**config.mk**
```make
export PLATFORM = sky130hd
export DESIGN_NAME = iemh_ctrl
export DESIGN_NICKNAME = d
export VERILOG_FILES = /design/src/design/iemh_pkg.sv /design/src/design/iemh_ctrl.sv
export SDC_FILE = /design/constraint.sdc
export NUM_CORES = 1
export LEC_CHECK = 0
export ABC_AREA = 1
export BUFFER_PORTS_ARGS = -buffer_cell sky130_fd_sc_hd__buf_2
export CAP_MARGIN = 20
export CORE_ASPECT_RATIO = 1.5
export CORE_MARGIN = 2
export CORE_UTILIZATION = 30
export DETAILED_ROUTE_END_ITERATION = 12
export PLACE_DENSITY = 0.67
export SYNTH_ARGS = -nofsm -noshare
export SYNTH_HDL_FRONTEND = slang
export SYNTH_SLANG_ARGS = --single-unit
```
**constraint.sdc**
```tcl
create_clock -name clk -period 1.6 [get_ports clk]
set_input_delay 0.32 -clock clk [delete_from_list [all_inputs] [get_ports clk]]
set_output_delay 0.32 -clock clk [all_outputs]
set_load 0.01 [all_outputs]
```
**src/design/iemh_pkg.sv**
```systemverilog
// Package for the indexed edge min-heap: request/response and key types,
// operation and status codes, controller/datapath interface and key compare.
// No dependencies.
`default_nettype none

package iemh_pkg;

    localparam int MAX_EDGES_DEF = 256;
    localparam int ID_SPACE      = 256;
    localparam int COUNT_W       = 9;

    // Operation codes
    localparam logic [2:0] FUNC_INSERT    = 3'd0;
    localparam logic [2:0] FUNC_REM_FRONT = 3'd1;
    localparam logic [2:0] FUNC_REM_EDGE  = 3'd2;
    localparam logic [2:0] FUNC_UPDATE    = 3'd3;
    localparam logic [2:0] FUNC_APPEND    = 3'd4;
    localparam logic [2:0] FUNC_BUILD     = 3'd5;
    localparam logic [2:0] FUNC_READ      = 3'd6;
    localparam logic [2:0] FUNC_UNUSED    = 3'd7;

    // Status codes
    localparam logic [2:0] ST_OK    = 3'd0;
    localparam logic [2:0] ST_FULL  = 3'd1;
    localparam logic [2:0] ST_EMPTY = 3'd2;
    localparam logic [2:0] ST_EDGE  = 3'd3;
    localparam logic [2:0] ST_SLOT  = 3'd4;

    typedef struct packed {
        logic [2:0]  func;
        logic [7:0]  edge_id;
        logic [31:0] weight;
        logic [19:0] area_a;
        logic [19:0] area_b;
        logic [11:0] first_x;
        logic [11:0] first_y;
        logic [11:0] second_x;
        logic [11:0] second_y;
        logic [7:0]  slot;
    } request_t;

    typedef struct packed {
        logic [2:0]         status;
        logic               front_valid;
        logic [7:0]         front_id;
        logic [COUNT_W-1:0] count;
        logic [7:0]         read_id;
    } response_t;

    typedef struct packed {
        logic [31:0] weight;
        logic [19:0] area_a;
        logic [19:0] area_b;
        logic [11:0] first_x;
        logic [11:0] first_y;
        logic [11:0] second_x;
        logic [11:0] second_y;
    } key_t;

    // Controller to datapath: one action flag per sequencer step
    typedef struct packed {
        logic load;
        logic dec;
        logic rm_pos;
        logic upd_pos;
        logic rm_chk;
        logic ld_id;
        logic ld_key;
        logic up_rd;
        logic up_pid;
        logic up_cmp;
        logic dn_l;
        logic dn_r;
        logic dn_lk;
        logic dn_rk;
        logic dn_cmp;
        logic place;
        logic bld_next;
        logic rd_wait;
        logic done;
    } cmd_t;

    // Datapath to controller
    typedef struct packed {
        logic [2:0] func;
        logic       hit;
        logic       full;
        logic       empty;
        logic       oob;
        logic       last;
        logic       pos_zero;
        logic       l_oob;
        logic       up_swap;
        logic       has_r;
        logic       dn_move;
        logic       bidx_zero;
    } sts_t;

    // True when key p must stand behind key q
    function automatic logic goes_after(key_t p, key_t q);
        logic [19:0] pmax, pmin, qmax, qmin;
        logic [23:0] pa, pb, qa, qb, plo, phi, qlo, qhi;
        logic        res;
        pmax = (p.area_a > p.area_b) ? p.area_a : p.area_b;
        pmin = (p.area_a < p.area_b) ? p.area_a : p.area_b;
        qmax = (q.area_a > q.area_b) ? q.area_a : q.area_b;
        qmin = (q.area_a < q.area_b) ? q.area_a : q.area_b;
        pa = {p.first_x, p.first_y};
        pb = {p.second_x, p.second_y};
        qa = {q.first_x, q.first_y};
        qb = {q.second_x, q.second_y};
        plo = (pa < pb) ? pa : pb;
        phi = (pa < pb) ? pb : pa;
        qlo = (qa < qb) ? qa : qb;
        qhi = (qa < qb) ? qb : qa;
        if (p.weight != q.weight)
            res = p.weight > q.weight;
        else if (pmax != qmax)
            res = pmax > qmax;
        else if (pmin != qmin)
            res = pmin > qmin;
        else if (plo != qlo)
            res = plo > qlo;
        else
            res = phi > qhi;
        return res;
    endfunction

endpackage

`default_nettype wire

```
**src/design/iemh_ctrl.sv**
```systemverilog
// Sequencer for the indexed edge min-heap: steps each request through
// decode, sift-up, sift-down and heap build. Depends on iemh_pkg.
`default_nettype none

module iemh_ctrl
    import iemh_pkg::*;
(
    input  wire logic clk,
    input  wire logic rst_n,
    input  wire logic start,
    output logic      busy,
    output logic      done,
    input  wire sts_t sts,
    output cmd_t      cmd
);

    localparam logic [4:0] S_IDLE     = 5'd0;
    localparam logic [4:0] S_DEC      = 5'd1;
    localparam logic [4:0] S_RM_POS   = 5'd2;
    localparam logic [4:0] S_UPD_POS  = 5'd3;
    localparam logic [4:0] S_RM_CHK   = 5'd4;
    localparam logic [4:0] S_LD_ID    = 5'd5;
    localparam logic [4:0] S_LD_KEY   = 5'd6;
    localparam logic [4:0] S_UP_RD    = 5'd7;
    localparam logic [4:0] S_UP_PID   = 5'd8;
    localparam logic [4:0] S_UP_CMP   = 5'd9;
    localparam logic [4:0] S_DN_L     = 5'd10;
    localparam logic [4:0] S_DN_R     = 5'd11;
    localparam logic [4:0] S_DN_LK    = 5'd12;
    localparam logic [4:0] S_DN_RK    = 5'd13;
    localparam logic [4:0] S_DN_CMP   = 5'd14;
    localparam logic [4:0] S_PLACE    = 5'd15;
    localparam logic [4:0] S_BLD_NEXT = 5'd16;
    localparam logic [4:0] S_RD_WAIT  = 5'd17;
    localparam logic [4:0] S_DONE     = 5'd18;

    logic [4:0] state_reg, state_next;
    logic       try_dn_reg, try_dn_next;
    logic       bld_reg, bld_next;

    // Next state
    always_comb
    begin
        state_next  = state_reg;
        try_dn_next = try_dn_reg;
        bld_next    = bld_reg;
        case (state_reg)
            S_IDLE:
            begin
                if (start)
                begin
                    state_next  = S_DEC;
                    try_dn_next = 1'b0;
                    bld_next    = 1'b0;
                end
            end
            S_DEC:
            begin
                case (sts.func)
                    FUNC_INSERT, FUNC_APPEND:
                    begin
                        if (sts.hit || sts.full)
                            state_next = S_DONE;
                        else if (sts.func == FUNC_APPEND)
                            state_next = S_PLACE;
                        else
                            state_next = S_UP_RD;
                    end
                    FUNC_REM_FRONT:
                        state_next = sts.empty ? S_DONE : S_RM_CHK;
                    FUNC_REM_EDGE:
                        state_next = sts.hit ? S_RM_POS : S_DONE;
                    FUNC_UPDATE:
                        state_next = sts.hit ? S_UPD_POS : S_DONE;
                    FUNC_BUILD:
                    begin
                        bld_next   = 1'b1;
                        state_next = S_BLD_NEXT;
                    end
                    FUNC_READ:
                        state_next = sts.oob ? S_DONE : S_RD_WAIT;
                    default:
                        state_next = S_DONE;
                endcase
            end
            S_RM_POS:
                state_next = S_RM_CHK;
            S_UPD_POS:
            begin
                try_dn_next = 1'b1;
                state_next  = S_UP_RD;
            end
            S_RM_CHK:
                state_next = sts.last ? S_DONE : S_LD_ID;
            S_LD_ID:
                state_next = S_LD_KEY;
            S_LD_KEY:
            begin
                if (bld_reg)
                    state_next = S_DN_L;
                else
                begin
                    try_dn_next = 1'b1;
                    state_next  = S_UP_RD;
                end
            end
            S_UP_RD:
            begin
                if (!sts.pos_zero)
                    state_next = S_UP_PID;
                else
                    state_next = try_dn_reg ? S_DN_L : S_PLACE;
            end
            S_UP_PID:
                state_next = S_UP_CMP;
            S_UP_CMP:
            begin
                if (sts.up_swap)
                begin
                    try_dn_next = 1'b0;
                    state_next  = S_UP_RD;
                end
                else
                    state_next = try_dn_reg ? S_DN_L : S_PLACE;
            end
            S_DN_L:
                state_next = sts.l_oob ? S_PLACE : S_DN_R;
            S_DN_R:
                state_next = S_DN_LK;
            S_DN_LK:
                state_next = sts.has_r ? S_DN_RK : S_DN_CMP;
            S_DN_RK:
                state_next = S_DN_CMP;
            S_DN_CMP:
                state_next = (sts.dn_move && sts.has_r) ? S_DN_L : S_PLACE;
            S_PLACE:
                state_next = bld_reg ? S_BLD_NEXT : S_DONE;
            S_BLD_NEXT:
                state_next = sts.bidx_zero ? S_DONE : S_LD_ID;
            S_RD_WAIT:
                state_next = S_DONE;
            S_DONE:
                state_next = S_IDLE;
            default:
                state_next = S_IDLE;
        endcase
    end

    // Step commands
    always_comb
    begin
        cmd          = '0;
        cmd.load     = (state_reg == S_IDLE) && start;
        cmd.dec      = state_reg == S_DEC;
        cmd.rm_pos   = state_reg == S_RM_POS;
        cmd.upd_pos  = state_reg == S_UPD_POS;
        cmd.rm_chk   = state_reg == S_RM_CHK;
        cmd.ld_id    = state_reg == S_LD_ID;
        cmd.ld_key   = state_reg == S_LD_KEY;
        cmd.up_rd    = state_reg == S_UP_RD;
        cmd.up_pid   = state_reg == S_UP_PID;
        cmd.up_cmp   = state_reg == S_UP_CMP;
        cmd.dn_l     = state_reg == S_DN_L;
        cmd.dn_r     = state_reg == S_DN_R;
        cmd.dn_lk    = state_reg == S_DN_LK;
        cmd.dn_rk    = state_reg == S_DN_RK;
        cmd.dn_cmp   = state_reg == S_DN_CMP;
        cmd.place    = state_reg == S_PLACE;
        cmd.bld_next = state_reg == S_BLD_NEXT;
        cmd.rd_wait  = state_reg == S_RD_WAIT;
        cmd.done     = state_reg == S_DONE;
    end

    assign busy = state_reg != S_IDLE;
    assign done = state_reg == S_DONE;

    // Hold state
    always_ff @(posedge clk or negedge rst_n)
    begin
        if (!rst_n)
        begin
            state_reg  <= S_IDLE;
            try_dn_reg <= 1'b0;
            bld_reg    <= 1'b0;
        end
        else
        begin
            state_reg  <= state_next;
            try_dn_reg <= try_dn_next;
            bld_reg    <= bld_next;
        end
    end

endmodule

`default_nettype wire

```
# After elaboration in Yosys (flattened, before gate mapping)
# Cells that the tools add are included.
# W data, S select, Z words.
# totals
reg_bits,7
input_bits,17
out_inout_bits,21
# classes
eq_ne,28
mux,25
reduce_logical,11
# ops
op,count
$pmux W5 S18,1
$eq A5 B4 Y1 const B,8
$mux W5,7
$pmux W5 S6,1
$eq A5 B3 Y1 const B,4
$eq A5 B5 Y1 const B,3
$mux W3,4
$mux W4,3
$eq A5 B2 Y1 const B,2
$eq A3 B3 Y1 const B,3
$eq A3 B2 Y1 const B,2
$mux W2,3
$ne A2 B2 Y1 const B,3
$eq A5 B1 Y1 const B,1
$logic_not A5 Y1,1
$reduce_bool A5 Y1,1
$mux W1,4
$pmux W1 S4,1
$reduce_and A4 Y1,1
$reduce_bool A4 Y1,1
$eq A3 B1 Y1 const B,1
$logic_not A3 Y1,1
$reduce_and A3 Y1,1
$logic_and A1 B1 Y1,2
5 further kinds,5

# Depth between registers and ports, before layout
# Gate-level depths: netlist of run 1.
# logic_depth
depth_word,5
ltp_mapped,10
ltp_nobuf,10

# Worst setup path after synthesis of run 1
# No wires, ideal clock.
# synth_timing
path_kind,register to output
startpoint,register state_reg[1]
endpoint,output cmd[18] (netlist name)
arrival_time_ns,1.050
required_time_ns,1.280
path_slack_ns,0.230
stages_incl_launch_ff,4
path_buffers,0
cell_sequence,dfrtp_1 -> nor2_1 -> nand3_1 -> nor2_1
# synth_rtl
element,line,source
from (decl),iemh_ctrl.sv:37,"logic [4:0] state_reg, state_next;"
from (signal assigned),iemh_ctrl.sv:188,state_reg <= state_next;
to (decl),iemh_ctrl.sv:14,output cmd_t cmd

==> flow_summary.toml, run 1 <==
[detailed_routing]
post_drt_wl_per_cell_um = 11.3
drc_errors = 0
met1Wirelength_mm = 1.04
drtPass1Iterations = 4
drt_wl_total_mm = 2.74
top_layer = "met4"
ant_nets = 0
dr_wl_met2_mm = 1.44
vias = 1165
wl_met3_um = 171
viasPerCell = 4.81
drtIter0Drc = 52

[die]
dieArea_um2 = 3260
chipHeight_um = 68.9
start_util = 0.315
die_x_um = 47.3
core-area_um2 = 2680
rows = 23
io_pins = 38

[sta]
maxSlewViolCount = 0
layout_min_cycle_time_ns = 1.66
rsz0062_at_grt = "yes"
fmax_ghz = 0.601
hold_viol = 0
worst-slew-pin-transition_ns = 0.230
setup_viol = 6
finalCritPeriodShare = 1.04
finalWorstSetupSlack_ns = -0.0648
max_slew_margin = 0.846
skew_ns = 0.00180
hold_slack_ns = 0.400

[yosys]
synth_top_family_by_area = "simple AND/OR/NAND/NOR gates"
yosys_warnings = 0
synth_top_cell_area_share = 0.208
synth-simple-area-share = 0.579
yosysSeqAreaShare = 0.208
yosys-top-cells-area = "dfrtp_1, nand2_1, nor2_1, inv_1, nand3_1"
yosys.area.top_type = "dfrtp_1"
synthAdderAreaFrac = 0
synthMuxAreaShare = 0
synth.avg_cell_area_um2 = 5.36
synth_compound_area_frac = 0.0609
syn_nets = 174
netlist_instances = 157
netlist_area_um2 = 842
synth_xor_area_frac = 0
netlist-cell-type-count = 18
ys_ff_latch = 7

[clock_network]
cts_root_buf = "clkbuf_8"
clk_pin_slew_ns = 0.04
cts_tree = "built"
cts.sinks = 7
cts_max_path_buffers = 2
htreeDepth = 1
numCtsBuffers = 3
worstSkewPairLatency_ns = 0.23

[pwr]
peakVddDrop_uv = 813
p_leak_nw = 0.782
p_total_mw = 1.98
power_per_cell_area_nw_per_um2 = 1590

[cells_and_area]
fillers = 293
fin_util = 0.466
area.growth.synth_to_final_pct = 48.0
largest_reg_flops = 5
finalInstanceArea_um2 = 1250
final_nets = 223
final_cells = 242
num_antenna_cells = 0
layout-drive-gt1-share = 0.361

[worst_setup_path]
required_ns = 1.28
crit_slowest_cell = "dfrtp_2"
path_buf_inv = 1
arrival_ns = 1.34
worstPathMaxFanout = 6
cp_cell_sequence = "nor2_4 > nand3_1 > nor2_1 > buf_2"
critPathTopFamily = "simple AND/OR/NAND/NOR gates"
max_stage_delay_ns = 0.48
critPathCaptureType = "primary output"
crit_type = "flip-flop to primary output"
cp-start-kind = "flip-flop"

[place]
dp.cells = 229
hpwl_mm = 2.11
io_buffers = 37
placed_area_um2 = 1060
gp_congestion = 0.947

[global_route]
overflow = 0
antenna_found_initial = 0
track_usage = 0.172
grt_pass1_wl_mm = 4.06
grt_max_degree = 9
grt_pass1_vias = 1033

[run_status]
status = "complete, but fails checks"
violations = "setup timing"

[worst_hold_path]
hp-class = "primary input to flip-flop"

[run]
maxCapViolCount = 0
metrics by stage:
stage / TNS (ns) / worst slack (ns)
floorplan: 0 / 0.230
global placement: 0 / 0.121
detailed placement: 0 / 0.0961
CTS: -0.223 / -0.0534
global route: -0.948 / -0.120
finish: -0.179 / -0.0648
logic make-up (layout without fill, tap and decap cells):
group	Yosys count	in the layout
simple gates	109	109
compound gates	9	9
buf+inv	32	80
flops	7	7
synthesized netlist by cell type:
cell and count:
nand2_1 40, nor3_1 3, a211oi_1 1, inv_2 3, inv_1 27, nand3_2 1, nand3b_1 2, a21oi_1 3
nand3_1 20, o2111ai_1 1, buf_4 2, nand4_1 3, o21ai_0 4, nor2_1 34, nor2_2 3, dfrtp_1 7
nor2_4 2, nor3_2 1
what timing repair did:
| item | in CTS | in global routing |
|---|---|---|
| gates resized for setup | 11 | 13 |
| buffers inserted | 3 | 5 |
| pin swaps | 3 | 4 |
| hold endpoints to repair | 7 | 0 |
| endpoints found under the setup margin | 20 | 21 |
| hold buffers | 1 | 0 |
layout make-up:
cell class                      instances  area [um2]  area share
Sequential cell                         7         181       0.146
Timing Repair Buffer                   46         255       0.205
Inverter                               30         118      0.0944
Multi-Input combinational cell        118         601       0.482
Tap cell                               37        46.3      0.0371
Clock buffer                            4        45.0      0.0361
tightest hold or removal path: cells and delay by family:
family / cells / cell delay [ns]
buf+inv: 1 / 0.09
compound gates: 2 / 0.17
power by group:
part	switching (mW)	internal (mW)
logic	0.815	0.499
clock network	0.0746	0.172
registers	0.148	0.270
layout by cell type (no fill, tap or decap):
cell,n
nand2_1,38
nand2_4,1
buf_2,37
clkbuf_8,3
o21ai_0,4
dfrtp_1,2
clkbuf_1,1
o2111ai_1,1
nand3_2,3
buf_4,8
inv_2,2
nand2_2,1
dlygate4sd3_1,1
nor2_1,28
nor3_1,3
nand4_1,3
nor3_4,1
a211oi_1,1
nor2_4,6
nand3b_1,2
inv_1,26
nor2_2,5
inv_4,2
dfrtp_2,5
nand3_1,18
a21oi_1,3
per-layer routing:
layer	vias to the layer above	GRT usage
li1	589	-
met1	505	0.191
met2	59	0.289
met3	12	0.0234
met4	0	0.118
met5	-	0
worst paths after layout:
| check | from | endpoint | slack (ns) | depth (start not counted) |
|---|---|---|---|---|
| setup / recovery | state_reg[2] | cmd[16] | -0.06 | 4 |
| hold / removal | sts[0] | state_reg[4] | 0.40 | 3 |
| setup reg to reg | state_reg[1] | try_dn_reg | 0.16 | 9 |
| hold reg to reg | try_dn_reg | try_dn_reg | 0.51 | 2 |
| max in group asynchronous | rst_n | state_reg[1] | 0.96 | 2 |
| min in group asynchronous | rst_n | try_dn_reg | 0.47 | 2 |
No activity file was read; power rests on OpenSTA's default activity.
==> run 2: changes to the inputs <==
--- a/config.mk
+++ b/config.mk
@@ -8,11 +8,11 @@
 export ABC_AREA = 1
 export BUFFER_PORTS_ARGS = -buffer_cell sky130_fd_sc_hd__buf_2
 export CAP_MARGIN = 20
-export CORE_ASPECT_RATIO = 1.5
 export CORE_MARGIN = 2
-export CORE_UTILIZATION = 30
+export CORE_UTILIZATION = 46
 export DETAILED_ROUTE_END_ITERATION = 12
-export PLACE_DENSITY = 0.67
+export GPL_ROUTABILITY_DRIVEN = 0
+export PLACE_DENSITY = 0.9
 export SYNTH_ARGS = -nofsm -noshare
 export SYNTH_HDL_FRONTEND = slang
 export SYNTH_SLANG_ARGS = --single-unit
==> run 2 against run 1 <==
Effect of this change: the flow still finishes with violations (setup timing); combinational power increased by 16%; cell count decreased by 2.5%; non-clock buffer count increased by 6; die area decreased by 33%; maximum frequency decreased by 3.0%; critical endpoint is now cmd[15]; largest cell class unchanged.
==> flow_summary.toml, run 2 (synthesized netlist as in run 1, its figures left out) <==
[pwr]
p_leak_nw = 0.798
switching_share = 0.561
peakVddDrop_uv = 863
p_switching_mw = 1.19
p_int_mw = 0.929
p_total_mw = 2.11
p_seq_frac = 0.202
power_per_cell_area_nw_per_um2 = 1610
p_comb_frac = 0.717
power.clock.fraction = 0.080

[sta]
setup_viol = 19
layout_min_cycle_time_ns = 1.72
hold_viol = 0
max_slew_margin = 0.836
finalCritPeriodShare = 1.07
worst-slew-pin-transition_ns = 0.244
tns_ns = -1.18
maxSlewViolCount = 0
finalWorstSetupSlack_ns = -0.116
skew_ns = 0.00266
rsz0062_at_grt = "yes"
fmax_ghz = 0.583
hold_slack_ns = 0.362

[global_route]
track_usage = 0.290
antenna_found_initial = 0
grt_pass1_vias = 1063
grt_pass1_wl_mm = 4.40
grt_max_degree = 9
overflow = 0

[die]
io_pins = 38
core-area_um2 = 1730
chipHeight_um = 46.8
start_util = 0.488
rows = 15
dieArea_um2 = 2190
die_x_um = 46.8

[cells_and_area]
fillers = 137
layout-drive-gt1-share = 0.436
final_cells = 236
area.growth.synth_to_final_pct = 56.3
fin_util = 0.762
num_antenna_cells = 0
layout_common_cells = "buf_2, nand2_1, nor2_1"
ff_latch_area_um2 = 181
largest_reg_flops = 5
final_common_cell = "buf_2"
multi_input_area_um2 = 648
final_nets = 229
finalInstanceArea_um2 = 1320

[worst_setup_path]
path_buf_inv = 2
r2r-start = "state_reg[4]"
ff2ff_path_depth = 10
max_stage_delay_ns = 0.48
crit_type = "flip-flop to primary output"
worstPathMaxFanout = 6
cp-start-kind = "flip-flop"
r2r-end = "state_reg[0]"
crit_start = "state_reg[2]"
arrival_ns = 1.40
r2r_slack_ns = 0.01
critPathCaptureType = "primary output"
required_ns = 1.28
critPathTopFamily = "flip-flops"
cp_cell_sequence = "nor2_4 > nand3_1 > inv_1 > buf_2"
crit_slowest_cell = "dfrtp_2"

[clock_network]
clk_pin_slew_ns = 0.06
cts_tree = "built"
cts_max_path_buffers = 2
worstSkewPairLatency_ns = 0.26
htreeDepth = 1
numCtsBuffers = 3
cts.sinks = 7
cts_root_buf = "clkbuf_4"

[worst_hold_path]
hp-class = "primary input to flip-flop"
min_from = "sts[0]"
hold_depth = 3
min_to = "state_reg[4]"

[place]
dp.cells = 218
io_buffers = 37
hpwl_mm = 1.98
place_ws_ns = 0.150
placed_area_um2 = 1050

[detailed_routing]
vias = 1301
drt_wl_total_mm = 3.45
drc_errors = 0
drtIter0Drc = 88
viasPerCell = 5.51
ant_nets = 0
drtPass1Iterations = 5
post_drt_wl_per_cell_um = 14.6

[run_status]
status = "complete, but fails checks"
violations = "setup timing"

[run]
maxCapViolCount = 0
==> run 2: how the worst max path moves through the flow <==
stage / end / slack, ns / cells after the start
finish: cmd[15] / -0.12 / 4
global route: cmd[15] / -0.16 / 4
CTS: cmd[11] / -0.02 / 4
detailed placement: cmd[18] / 0.15 / 4
global placement: cmd[18] / 0.19 / 4
floorplan: cmd[18] / 0.23 / 3
==> run 2: cell type report <==
class	count	share of cell area
flip-flops and latches	7	0.138
well taps	25	0.0238
clock buffers	4	0.0200
inverters	30	0.0932
repair buffers	52	0.233
multi-input cells	118	0.492
==> run 2: repair_timing <==
item / in CTS / in global routing
buffers inserted: 5 / 8
gates resized for setup: 27 / 17
hold buffers: 1 / 0
hold endpoints to repair: 7 / 0
pin swaps: 4 / 6
endpoints found under the setup margin: 20 / 21
==> run 2: worst register-to-register path, cell delays in order, from the launching register on <==
cell and delay, ns:
dfrtp_2 0.44, clkinv_4 0.12, nand2_1 0.15, nor2_4 0.06
buf_4 0.15, nand3_1 0.09, nand2_1 0.08, nor2_1 0.17
nand2_1 0.09, nor2_1 0.09, nor2_1 0.05
==> run 2: power groups by stage <==
stage                     registers (mW)  logic [mW]  clock network, mW
final                              0.428        1.52              0.170
after detailed placement           0.357        1.04                  0
after CTS                          0.411        1.23              0.165
after global routing               0.428        1.65              0.187
after global placement             0.352        1.02                  0
after floorplan                    0.342       0.757                  0
==> run 2: routing by layer <==
metal  wire length (um)  up-vias  track usage  share of wire
met5                  0        -            0              0
met4                209        0        0.150          0.061
met3                315       28       0.0654          0.091
met2               1650      126        0.518           0.48
met1               1270      550        0.317           0.37
li1                   -      597            -              -
